$ cat src/rtl/dro_pkg.sv
// Shared types and constants for the delta-R overlap removal block.
// No dependencies; imported by every module of the block.
package dro_pkg;

    localparam int ETA_W  = 11;
    localparam int PHI_W  = 10;
    localparam int DIST_W = 23;
    localparam int IN_W   = 24;
    localparam int OUT_W  = 8;

    localparam logic [DIST_W-1:0] THRESHOLD_RESET = 23'd2401;
    localparam logic [PHI_W-1:0]  PHI_HALF        = 10'd512;

    typedef enum logic [1:0] {
        OP_CLEAR = 2'd0,
        OP_STORE = 2'd1,
        OP_TEST  = 2'd2
    } t_op;

    typedef enum logic [1:0] {
        ST_IDLE,
        ST_SCAN,
        ST_FINISH
    } t_state;

    typedef struct packed {
        logic clear;
        logic store;
        logic load_cand;
        logic scan_read;
        logic emit;
    } t_cmd;

    typedef struct packed {
        logic count_zero;
        logic scan_last;
        logic pipe_busy;
        logic full;
        logic overflow;
        logic clean;
    } t_status;

endpackage

$ cat src/rtl/delta_r_overlap_removal_top.sv
// Top level of the delta-R overlap removal block: controller, datapath and
// the result output register. Depends on dro_pkg, dro_ctrl, dro_dpath.
//
// Input stream (s_axis): one 24-bit word per item, ops clear, store, test.
// Output stream (m_axis): one word per test item with is_clean and the
// sticky store_overflow flag. Clear and store items give no output word.
// Config: i_cfg_wr_en writes threshold_sq from i_cfg_wr_data; write only
// while idle. Reset value of threshold_sq is 2401.
// Clear and store items do not hold the input. A test holds off the next
// word until all N stored objects have been compared and its result is
// loaded: one store entry is read per cycle from a single memory read port
// and fed through a four-stage distance pipe (read, differences, squares,
// sum and compare). With an empty store a test skips the scan.
// The result sits in an output register; the block takes new items while
// it waits. A test that completes while the register is still held by a
// stalled receiver waits until that word leaves.
// Reset (synchronous, active low) empties the store, clears the overflow
// flag and the output valid and restores threshold_sq.
module delta_r_overlap_removal_top #(
    parameter int MAX_OBJECTS = 64
) (
    input  logic                         i_clk,
    input  logic                         i_rst_n,
    input  logic                         i_s_axis_tvalid,
    output logic                         o_s_axis_tready,
    // [1:0] operation, [12:2] eta, [22:13] phi, [23] cut_pass
    input  logic [dro_pkg::IN_W-1:0]     i_s_axis_tdata,
    output logic                         o_m_axis_tvalid,
    input  logic                         i_m_axis_tready,
    // [0] is_clean, [1] store_overflow, [7:2] zero
    output logic [dro_pkg::OUT_W-1:0]    o_m_axis_tdata,
    input  logic                         i_cfg_wr_en,
    input  logic [dro_pkg::DIST_W-1:0]   i_cfg_wr_data
);
    import dro_pkg::*;

    t_cmd    w_cmd;
    t_status w_status;
    logic    w_out_free;
    logic    r_out_valid;
    logic    r_out_clean;
    logic    r_out_ovf;

    assign w_out_free = !r_out_valid || i_m_axis_tready;

    dro_ctrl u_ctrl (
        .i_clk      (i_clk),
        .i_rst_n    (i_rst_n),
        .i_valid    (i_s_axis_tvalid),
        .i_op       (t_op'(i_s_axis_tdata[1:0])),
        .i_out_free (w_out_free),
        .i_status   (w_status),
        .o_ready    (o_s_axis_tready),
        .o_cmd      (w_cmd)
    );

    dro_dpath #(
        .MAX_OBJECTS (MAX_OBJECTS)
    ) u_dpath (
        .i_clk         (i_clk),
        .i_rst_n       (i_rst_n),
        .i_cmd         (w_cmd),
        .i_eta         (i_s_axis_tdata[12:2]),
        .i_phi         (i_s_axis_tdata[22:13]),
        .i_pass        (i_s_axis_tdata[23]),
        .i_cfg_wr_en   (i_cfg_wr_en),
        .i_cfg_wr_data (i_cfg_wr_data),
        .o_status      (w_status)
    );

    always_ff @(posedge i_clk) begin
        if (!i_rst_n) begin
            r_out_valid <= 1'b0;
        end else if (w_cmd.emit) begin
            r_out_valid <= 1'b1;
        end else if (i_m_axis_tready) begin
            r_out_valid <= 1'b0;
        end
    end

    always_ff @(posedge i_clk) begin
        if (w_cmd.emit) begin
            r_out_clean <= w_status.clean;
            r_out_ovf   <= w_status.overflow;
        end
    end

    assign o_m_axis_tvalid = r_out_valid;
    assign o_m_axis_tdata  = {6'd0, r_out_ovf, r_out_clean};

    // a result is only loaded into a free output slot
    a_emit_free: assert property (@(posedge i_clk) disable iff (!i_rst_n)
        w_cmd.emit |-> (!r_out_valid || i_m_axis_tready))
        else $error("result loaded over a pending word");

    // overflow can only be set once the store is full
    a_ovf_full: assert property (@(posedge i_clk) disable iff (!i_rst_n)
        w_status.overflow |-> w_status.full)
        else $error("overflow flag set with room in the store");

    // no new item taken while distance compares are in flight
    a_idle_pipe: assert property (@(posedge i_clk) disable iff (!i_rst_n)
        o_s_axis_tready |-> !w_status.pipe_busy)
        else $error("input ready while compare pipe busy");

    // a store read is never issued on an empty store
    a_scan_nonempty: assert property (@(posedge i_clk) disable iff (!i_rst_n)
        w_cmd.scan_read |-> !w_status.count_zero)
        else $error("store scanned while empty");

endmodule

$ cat src/rtl/dro_ctrl.sv
// Controller FSM: sequences clear, store and test items, scans the store.
// Depends on dro_pkg.
module dro_ctrl (
    input  logic            i_clk,
    input  logic            i_rst_n,
    input  logic            i_valid,
    input  dro_pkg::t_op    i_op,
    input  logic            i_out_free,
    input  dro_pkg::t_status i_status,
    output logic            o_ready,
    output dro_pkg::t_cmd   o_cmd
);
    import dro_pkg::*;

    t_state r_state;
    t_state n_state;

    always_ff @(posedge i_clk) begin
        if (!i_rst_n) begin
            r_state <= ST_IDLE;
        end else begin
            r_state <= n_state;
        end
    end

    always_comb begin
        n_state = r_state;
        unique case (r_state)
            ST_IDLE: begin
                if (i_valid && i_op == OP_TEST) begin
                    n_state = i_status.count_zero ? ST_FINISH : ST_SCAN;
                end
            end
            ST_SCAN: begin
                if (i_status.scan_last) begin
                    n_state = ST_FINISH;
                end
            end
            ST_FINISH: begin
                if (!i_status.pipe_busy && i_out_free) begin
                    n_state = ST_IDLE;
                end
            end
            default: n_state = ST_IDLE;
        endcase
    end

    always_comb begin
        o_ready = 1'b0;
        o_cmd   = '0;
        unique case (r_state)
            ST_IDLE: begin
                o_ready = 1'b1;
                if (i_valid) begin
                    unique case (i_op)
                        OP_CLEAR: o_cmd.clear     = 1'b1;
                        OP_STORE: o_cmd.store     = 1'b1;
                        OP_TEST:  o_cmd.load_cand = 1'b1;
                        default:  o_cmd           = '0;
                    endcase
                end
            end
            ST_SCAN: begin
                o_cmd.scan_read = 1'b1;
            end
            ST_FINISH: begin
                // wait for the compare pipe to drain and the output slot
                o_cmd.emit = !i_status.pipe_busy && i_out_free;
            end
            default: o_cmd = '0;
        endcase
    end

endmodule

$ cat src/rtl/dro_dpath.sv
// Datapath: object store memory, count and overflow flag, candidate
// registers and the four-stage distance compare pipe. Depends on dro_pkg.
module dro_dpath #(
    parameter int MAX_OBJECTS = 64
) (
    input  logic                          i_clk,
    input  logic                          i_rst_n,
    input  dro_pkg::t_cmd                 i_cmd,
    input  logic [dro_pkg::ETA_W-1:0]     i_eta,
    input  logic [dro_pkg::PHI_W-1:0]     i_phi,
    input  logic                          i_pass,
    input  logic                          i_cfg_wr_en,
    input  logic [dro_pkg::DIST_W-1:0]    i_cfg_wr_data,
    output dro_pkg::t_status              o_status
);
    import dro_pkg::*;

    localparam int CW = $clog2(MAX_OBJECTS + 1);
    localparam int IW = (MAX_OBJECTS > 1) ? $clog2(MAX_OBJECTS) : 1;
    localparam logic [CW-1:0] CNT_MAX = CW'(MAX_OBJECTS);

    logic [ETA_W-1:0]  mem_eta [MAX_OBJECTS];
    logic [PHI_W-1:0]  mem_phi [MAX_OBJECTS];

    logic [DIST_W-1:0] r_threshold;
    logic [CW-1:0]     r_count;
    logic              r_overflow;
    logic [IW-1:0]     r_idx;
    logic [ETA_W-1:0]  r_cand_eta;
    logic [PHI_W-1:0]  r_cand_phi;
    logic              r_clean;

    logic              r_v1, r_v2, r_v3;
    logic [ETA_W-1:0]  r_rd_eta;
    logic [PHI_W-1:0]  r_rd_phi;
    logic [ETA_W-1:0]  r_adeta;
    logic [PHI_W-1:0]  r_dphi;
    logic [21:0]       r_sq_eta;
    logic [19:0]       r_sq_phi;

    logic              w_full;
    logic [ETA_W:0]    w_deta;
    logic [PHI_W-1:0]  w_dp;
    logic [DIST_W-1:0] w_dist;

    assign w_full = (r_count == CNT_MAX);

    always_ff @(posedge i_clk) begin
        if (!i_rst_n) begin
            r_threshold <= THRESHOLD_RESET;
        end else if (i_cfg_wr_en) begin
            r_threshold <= i_cfg_wr_data;
        end
    end

    always_ff @(posedge i_clk) begin
        if (!i_rst_n) begin
            r_count    <= '0;
            r_overflow <= 1'b0;
        end else if (i_cmd.clear) begin
            r_count    <= '0;
            r_overflow <= 1'b0;
        end else if (i_cmd.store && i_pass) begin
            if (w_full) begin
                r_overflow <= 1'b1;
            end else begin
                r_count <= r_count + CW'(1);
            end
        end
    end

    // store memory: one write port, one registered read port
    always_ff @(posedge i_clk) begin
        if (i_cmd.store && i_pass && !w_full) begin
            mem_eta[r_count[IW-1:0]] <= i_eta;
            mem_phi[r_count[IW-1:0]] <= i_phi;
        end
        r_rd_eta <= mem_eta[r_idx];
        r_rd_phi <= mem_phi[r_idx];
    end

    always_ff @(posedge i_clk) begin
        if (i_cmd.load_cand) begin
            r_idx <= '0;
        end else if (i_cmd.scan_read) begin
            r_idx <= r_idx + IW'(1);
        end
    end

    always_ff @(posedge i_clk) begin
        if (!i_rst_n) begin
            r_v1 <= 1'b0;
            r_v2 <= 1'b0;
            r_v3 <= 1'b0;
        end else begin
            r_v1 <= i_cmd.scan_read;
            r_v2 <= r_v1;
            r_v3 <= r_v2;
        end
    end

    // stage 2: |deta| and shortest way round for dphi
    assign w_deta = {r_cand_eta[ETA_W-1], r_cand_eta} - {r_rd_eta[ETA_W-1], r_rd_eta};
    assign w_dp   = r_cand_phi - r_rd_phi;

    always_ff @(posedge i_clk) begin
        r_adeta  <= w_deta[ETA_W] ? ETA_W'(~w_deta + (ETA_W+1)'(1)) : w_deta[ETA_W-1:0];
        r_dphi   <= (w_dp > PHI_HALF) ? (~w_dp + PHI_W'(1)) : w_dp;
        r_sq_eta <= {11'd0, r_adeta} * {11'd0, r_adeta};
        r_sq_phi <= {10'd0, r_dphi} * {10'd0, r_dphi};
    end

    assign w_dist = {1'b0, r_sq_eta} + {3'd0, r_sq_phi};

    always_ff @(posedge i_clk) begin
        if (i_cmd.load_cand) begin
            r_cand_eta <= i_eta;
            r_cand_phi <= i_phi;
            r_clean    <= i_pass;
        end else if (r_v3 && (w_dist < r_threshold)) begin
            r_clean <= 1'b0;
        end
    end

    assign o_status.count_zero = (r_count == '0);
    assign o_status.scan_last  = (CW'(r_idx) == r_count - CW'(1));
    assign o_status.pipe_busy  = r_v1 | r_v2 | r_v3;
    assign o_status.full       = w_full;
    assign o_status.overflow   = r_overflow;
    assign o_status.clean      = r_clean;

endmodule
$ cat config.mk
export PLATFORM = sky130hd
export DESIGN_NAME = delta_r_overlap_removal_top
export DESIGN_NICKNAME = d
export VERILOG_FILES = /design/src/rtl/dro_pkg.sv /design/src/rtl/delta_r_overlap_removal_top.sv /design/src/rtl/dro_ctrl.sv /design/src/rtl/dro_dpath.sv
export SDC_FILE = /design/constraint.sdc
export NUM_CORES = 2
export LEC_CHECK = 0
export BUFFER_PORTS_ARGS = -buffer_cell sky130_fd_sc_hd__buf_2
export CAP_MARGIN = 10
export CORE_ASPECT_RATIO = 0.6
export CORE_UTILIZATION = 54
export DETAILED_ROUTE_END_ITERATION = 7
export PLACE_DENSITY = 0.78
export SLEW_MARGIN = 20
export SYNTH_ARGS = -nofsm -noshare
export SYNTH_HDL_FRONTEND = slang
export SYNTH_SLANG_ARGS = --single-unit
$ cat constraint.sdc
create_clock -name i_clk -period 12.2 [get_ports i_clk]
set_input_delay 1.22 -clock i_clk [delete_from_list [all_inputs] [get_ports i_clk]]
set_output_delay 1.22 -clock i_clk [all_outputs]
set_load 0.05 [all_outputs]
==> impl_metrics.json <==
{
  "status": "finished, final reports clean",
  "first_iter_violations": 4324,
  "routed-via-count": 32780,
  "regArea_um2": 43600,
  "wl_um": 157000,
  "htree_levels": 4,
  "grt_overflow": 0,
  "numCtsBuffers": 130,
  "cts_resized": 0,
  "cp-endpoint": "u_dpath.r_sq_eta[20]",
  "core_um2": 117000,
  "core.rowCount": 97,
  "ios": 62,
  "cts.sinks": 1493,
  "ir_worst_vdd_uv": 686,
  "netlist.top_cell.by_area": "edfxtp_1",
  "fin_util_pct": 60.6,
  "dp.cells": 4948,
  "worst-path-buf-inv": 3,
  "syn_avg_cell_area_um2": 19.0,
  "leakagePower_uw": 0.0236,
  "multi_input_area_um2": 19000,
  "slowest_delay_ns": 0.62,
  "crit_path_end_kind": "flop",
  "finalSetupViolCount": 0,
  "ant_nets": 0,
  "grt_start_max_net_pins": 157,
  "die_w_um": 446,
  "fin_area_um2": 70900,
  "cts_tree": "built",
  "syn_to_final_growth_pct": 11.0,
  "slew_violations": 0,
  "async_flop_share_pct": 0,
  "synthFlopType": "edfxtp_1",
  "worst_slew_pin_slew_ns": 1.07,
  "synth_seq_cells": 1493,
  "maxCapViolCount": 0,
  "clockBufferDepth": 3,
  "final_cells": 5191,
  "reg2reg_from": "u_dpath.r_adeta[6]",
  "skew_ns": 0.0279,
  "crit_arrival_ns": 6.08,
  "worst_path_max_delay_cell": "dfxtp_1",
  "num-fill-cells": 8000,
  "cts_hold_buf": 0,
  "initial_core_util_pct": 54.6,
  "ys_top_cells_by_area": "edfxtp_1 64%, mux4_2 15%, dfxtp_1 3.9%",
  "slew_headroom_pct": 28.4,
  "min_path_cells": 0,
  "hold_viol_final": 0,
  "place.gp.congestion": 0.871,
  "cts-root-buf": "clkbuf_16",
  "critPathKind": "flop to flop",
  "antenna_found_initial": 9,
  "synth.top_cell.area_share_pct": 64.3,
  "ys_seq_area_share_pct": 68.2,
  "path_cells": "inv_1 -> nor2_1 -> fa_1 -> fa_1 -> fa_1 -> fa_1 -> inv_1 -> fa_1 -> inv_1 -> ha_1 -> a21o_1 -> a21o_1 -> a21oi_1 -> o21ai_0 -> nand3_1 -> nand3_1 -> o41ai_1 -> xnor2_1",
  "placed_area_um2": 66500,
  "nNetsFinal": 3826,
  "setup_slack_ns": 6.79,
  "cp_data_required_time_ns": 12.87,
  "track_usage_pct": 26.8,
  "min_period_ns": 5.41,
  "yosys.cell_types.count": 68,
  "post-cts-setup-buffers": 0,
  "path_clk_slew_ns": 0.07,
  "rsz0062_at_grt": "false",
  "clock_latency_ns": 0.77,
  "fin_crit_sh_pct": 44.3,
  "critPathMostFrequentCell": "fa_1",
  "startpoint": "u_dpath.r_adeta[6]",
  "grt_pass1_wl_um": 227000,
  "drc": 0,
  "min-delay-path-class": "flop to flop",
  "cp.depth": 18,
  "die_h_um": 269,
  "cp_top_family": "adder cells",
  "synth_area_um2": 63900,
  "r2r-end": "u_dpath.r_sq_eta[20]",
  "reg2reg_depth": 18,
  "grt_pass1_vias": 32816,
  "synth_edf_count": 1368,
  "r2r_setup_slack_ns": 6.79,
  "dp_hpwl_um": 89500,
  "drive_gt1_share_pct": 24.4,
  "routedWlPerCell_um": 30.2,
  "dr.pass1.iters": 5,
  "fmaxAchievable_ghz": 0.185,
  "crit_fanout": 10,
  "place_ws_ns": 6.88,
  "power.density_nw_per_um2": 254,
  "via_per_inst": 6.31,
  "die-area_um2": 120000,
  "ys_warn_count": 0,
  "cp-start-kind": "flop",
  "synth_cells": 3361,
  "fin_tns_setup_ns": 0,
  "port_buffers": 55
}
==> metal layers <==
metal,track usage (%),up-vias,part of all wire [%]
met5,1.43,-,0.024
met4,7.74,6,2.5
met3,8.70,242,14
met2,38.3,2099,44
met1,39.5,17004,40
li1,-,13429,-
==> report_power, final <==
part	total (µW)	switching [µW]	internal, µW
Combinational	7770	4380	3390
Sequential	5940	142	5800
Clock	4330	1900	2430
Total	18000	6420	11600
==> worst register-to-register path, delay by kind of cell, from the launching register on <==
kind,cells,cell delay [ns]
XOR/XNOR,1,0.16
flip-flops,1,0.62
adder cells (fa/ha/maj),6,2.80
buffers and inverters,3,0.29
AND/OR/NAND/NOR,3,0.48
AO/OA/AOI/OAI,5,0.99
==> cell usage in the layout, fill, tap and decap left out, types with 6 or more instances in the layout <==
cell | synthesis | layout
edfxtp_1 | 1368 | 1368
inv_1 | 229 | 229
or3_1 | 11 | 11
nor2_2 | 0 | 60
and2_1 | 58 | 58
xnor2_1 | 66 | 66
nor3_1 | 22 | 21
nor2_1 | 148 | 84
ha_1 | 164 | 164
a211oi_1 | 9 | 9
fa_1 | 114 | 114
o31ai_1 | 6 | 6
a21o_1 | 20 | 20
nand2b_1 | 13 | 13
clkbuf_1 | 92 | 15
conb_1 | 1 | 6
clkinvlp_4 | 0 | 7
dfxtp_1 | 125 | 120
buf_2 | 38 | 53
mux2i_1 | 23 | 23
buf_4 | 9 | 95
mux4_2 | 439 | 439
clkinv_1 | 0 | 14
diode_2 | 0 | 11
nand4_1 | 11 | 11
and3_1 | 6 | 6
clkinv_2 | 0 | 24
nor2b_1 | 46 | 46
nand2_1 | 102 | 102
o21ai_0 | 31 | 31
o21a_1 | 13 | 13
nand3_1 | 18 | 18
clkbuf_16 | 0 | 135
a21oi_1 | 54 | 54
clkbuf_8 | 0 | 8
xor2_1 | 33 | 33
bufinv_16 | 0 | 16
==> flip-flops by register name, summed over array words and instances (netlist names) <==
signal,cells
u_ctrl.r_state,2
u_dpath.r_dphi,10
r_out_ovf,1
u_dpath.r_v1,1
u_dpath.r_cand_eta,11
u_dpath.r_idx,6
u_dpath.r_v3,1
u_dpath.r_clean,1
u_dpath.r_count,7
u_dpath.r_adeta,11
u_dpath.r_rd_phi,10
u_dpath.r_threshold,23
o_m_axis_tvalid,1
u_dpath.r_sq_phi,19
u_dpath.r_v2,1
u_dpath.mem_eta,704
u_dpath.mem_phi,640
r_out_clean,1
u_dpath.r_cand_phi,10
u_dpath.r_sq_eta,21
u_dpath.r_overflow,1
u_dpath.r_rd_eta,11
==> kinds of logic after synthesis <==
logic type      after synthesis  synth area share [%]
xor+xnor                     99                  1.36
buf+inv                     382                  2.41
simple gates                460                  3.50
fa+ha+maj                   278                  6.78
compound gates              182                  1.88
mux                         466                  15.9
other cells                   1               0.00587
flops                      1493                  68.2
==> stage by stage <==
| step | hold WS (ns) | total power (µW) |
|---|---|---|
| 2_1_floorplan | 0.354 | 11900 |
| 3_3_place_gp | 0.418 | 13500 |
| 3_5_place_dp | 0.425 | 13700 |
| 4_1_cts | 0.444 | 18000 |
| 5_1_grt | 0.456 | 19400 |
| 6_report | 0.449 | 18000 |
==> cell type report <==
cell class | count | share of cell area [%]
diodes | 11 | 0.0388
well taps | 1584 | 2.79
clock buffers | 158 | 5.00
clock inverters | 74 | 1.23
inverters | 229 | 1.21
flip-flops and latches | 1493 | 61.5
multi-input cells | 1491 | 26.8
repair buffers | 151 | 1.45
==> how the worst min path moves through the flow <==
stage	start	end	slack, ns
2_1_floorplan	u_dpath.r_adeta[0]	u_dpath.r_sq_eta[0]	0.35
3_3_place_gp	u_dpath.r_clean	r_out_clean	0.42
3_5_place_dp	u_dpath.r_clean	r_out_clean	0.42
4_1_cts	u_dpath.r_clean	r_out_clean	0.44
5_1_grt	u_dpath.r_clean	r_out_clean	0.46
6_report	u_dpath.r_clean	r_out_clean	0.45
==> synthesized netlist by cell type (4+ instances only) <==
master	number
xnor2_1	66
nand4_1	11
dfxtp_1	125
nor2_1	148
a21o_1	20
nor2b_1	46
buf_1	11
buf_2	38
mux2_2	4
fa_1	114
nand2b_1	13
a21oi_1	54
nor3_1	22
o21a_1	13
mux2i_1	23
a211oi_1	9
ha_1	164
clkbuf_1	92
nor4_1	5
nand3b_1	5
nand3_1	18
or3_1	11
and3_1	6
nand2_1	102
buf_4	9
mux4_2	439
inv_1	229
edfxtp_1	1368
a31oi_1	5
o31ai_1	6
xor2_1	33
and2_1	58
o211ai_1	5
o21ai_0	31
Note: power is estimated with default switching activity, not from simulation.
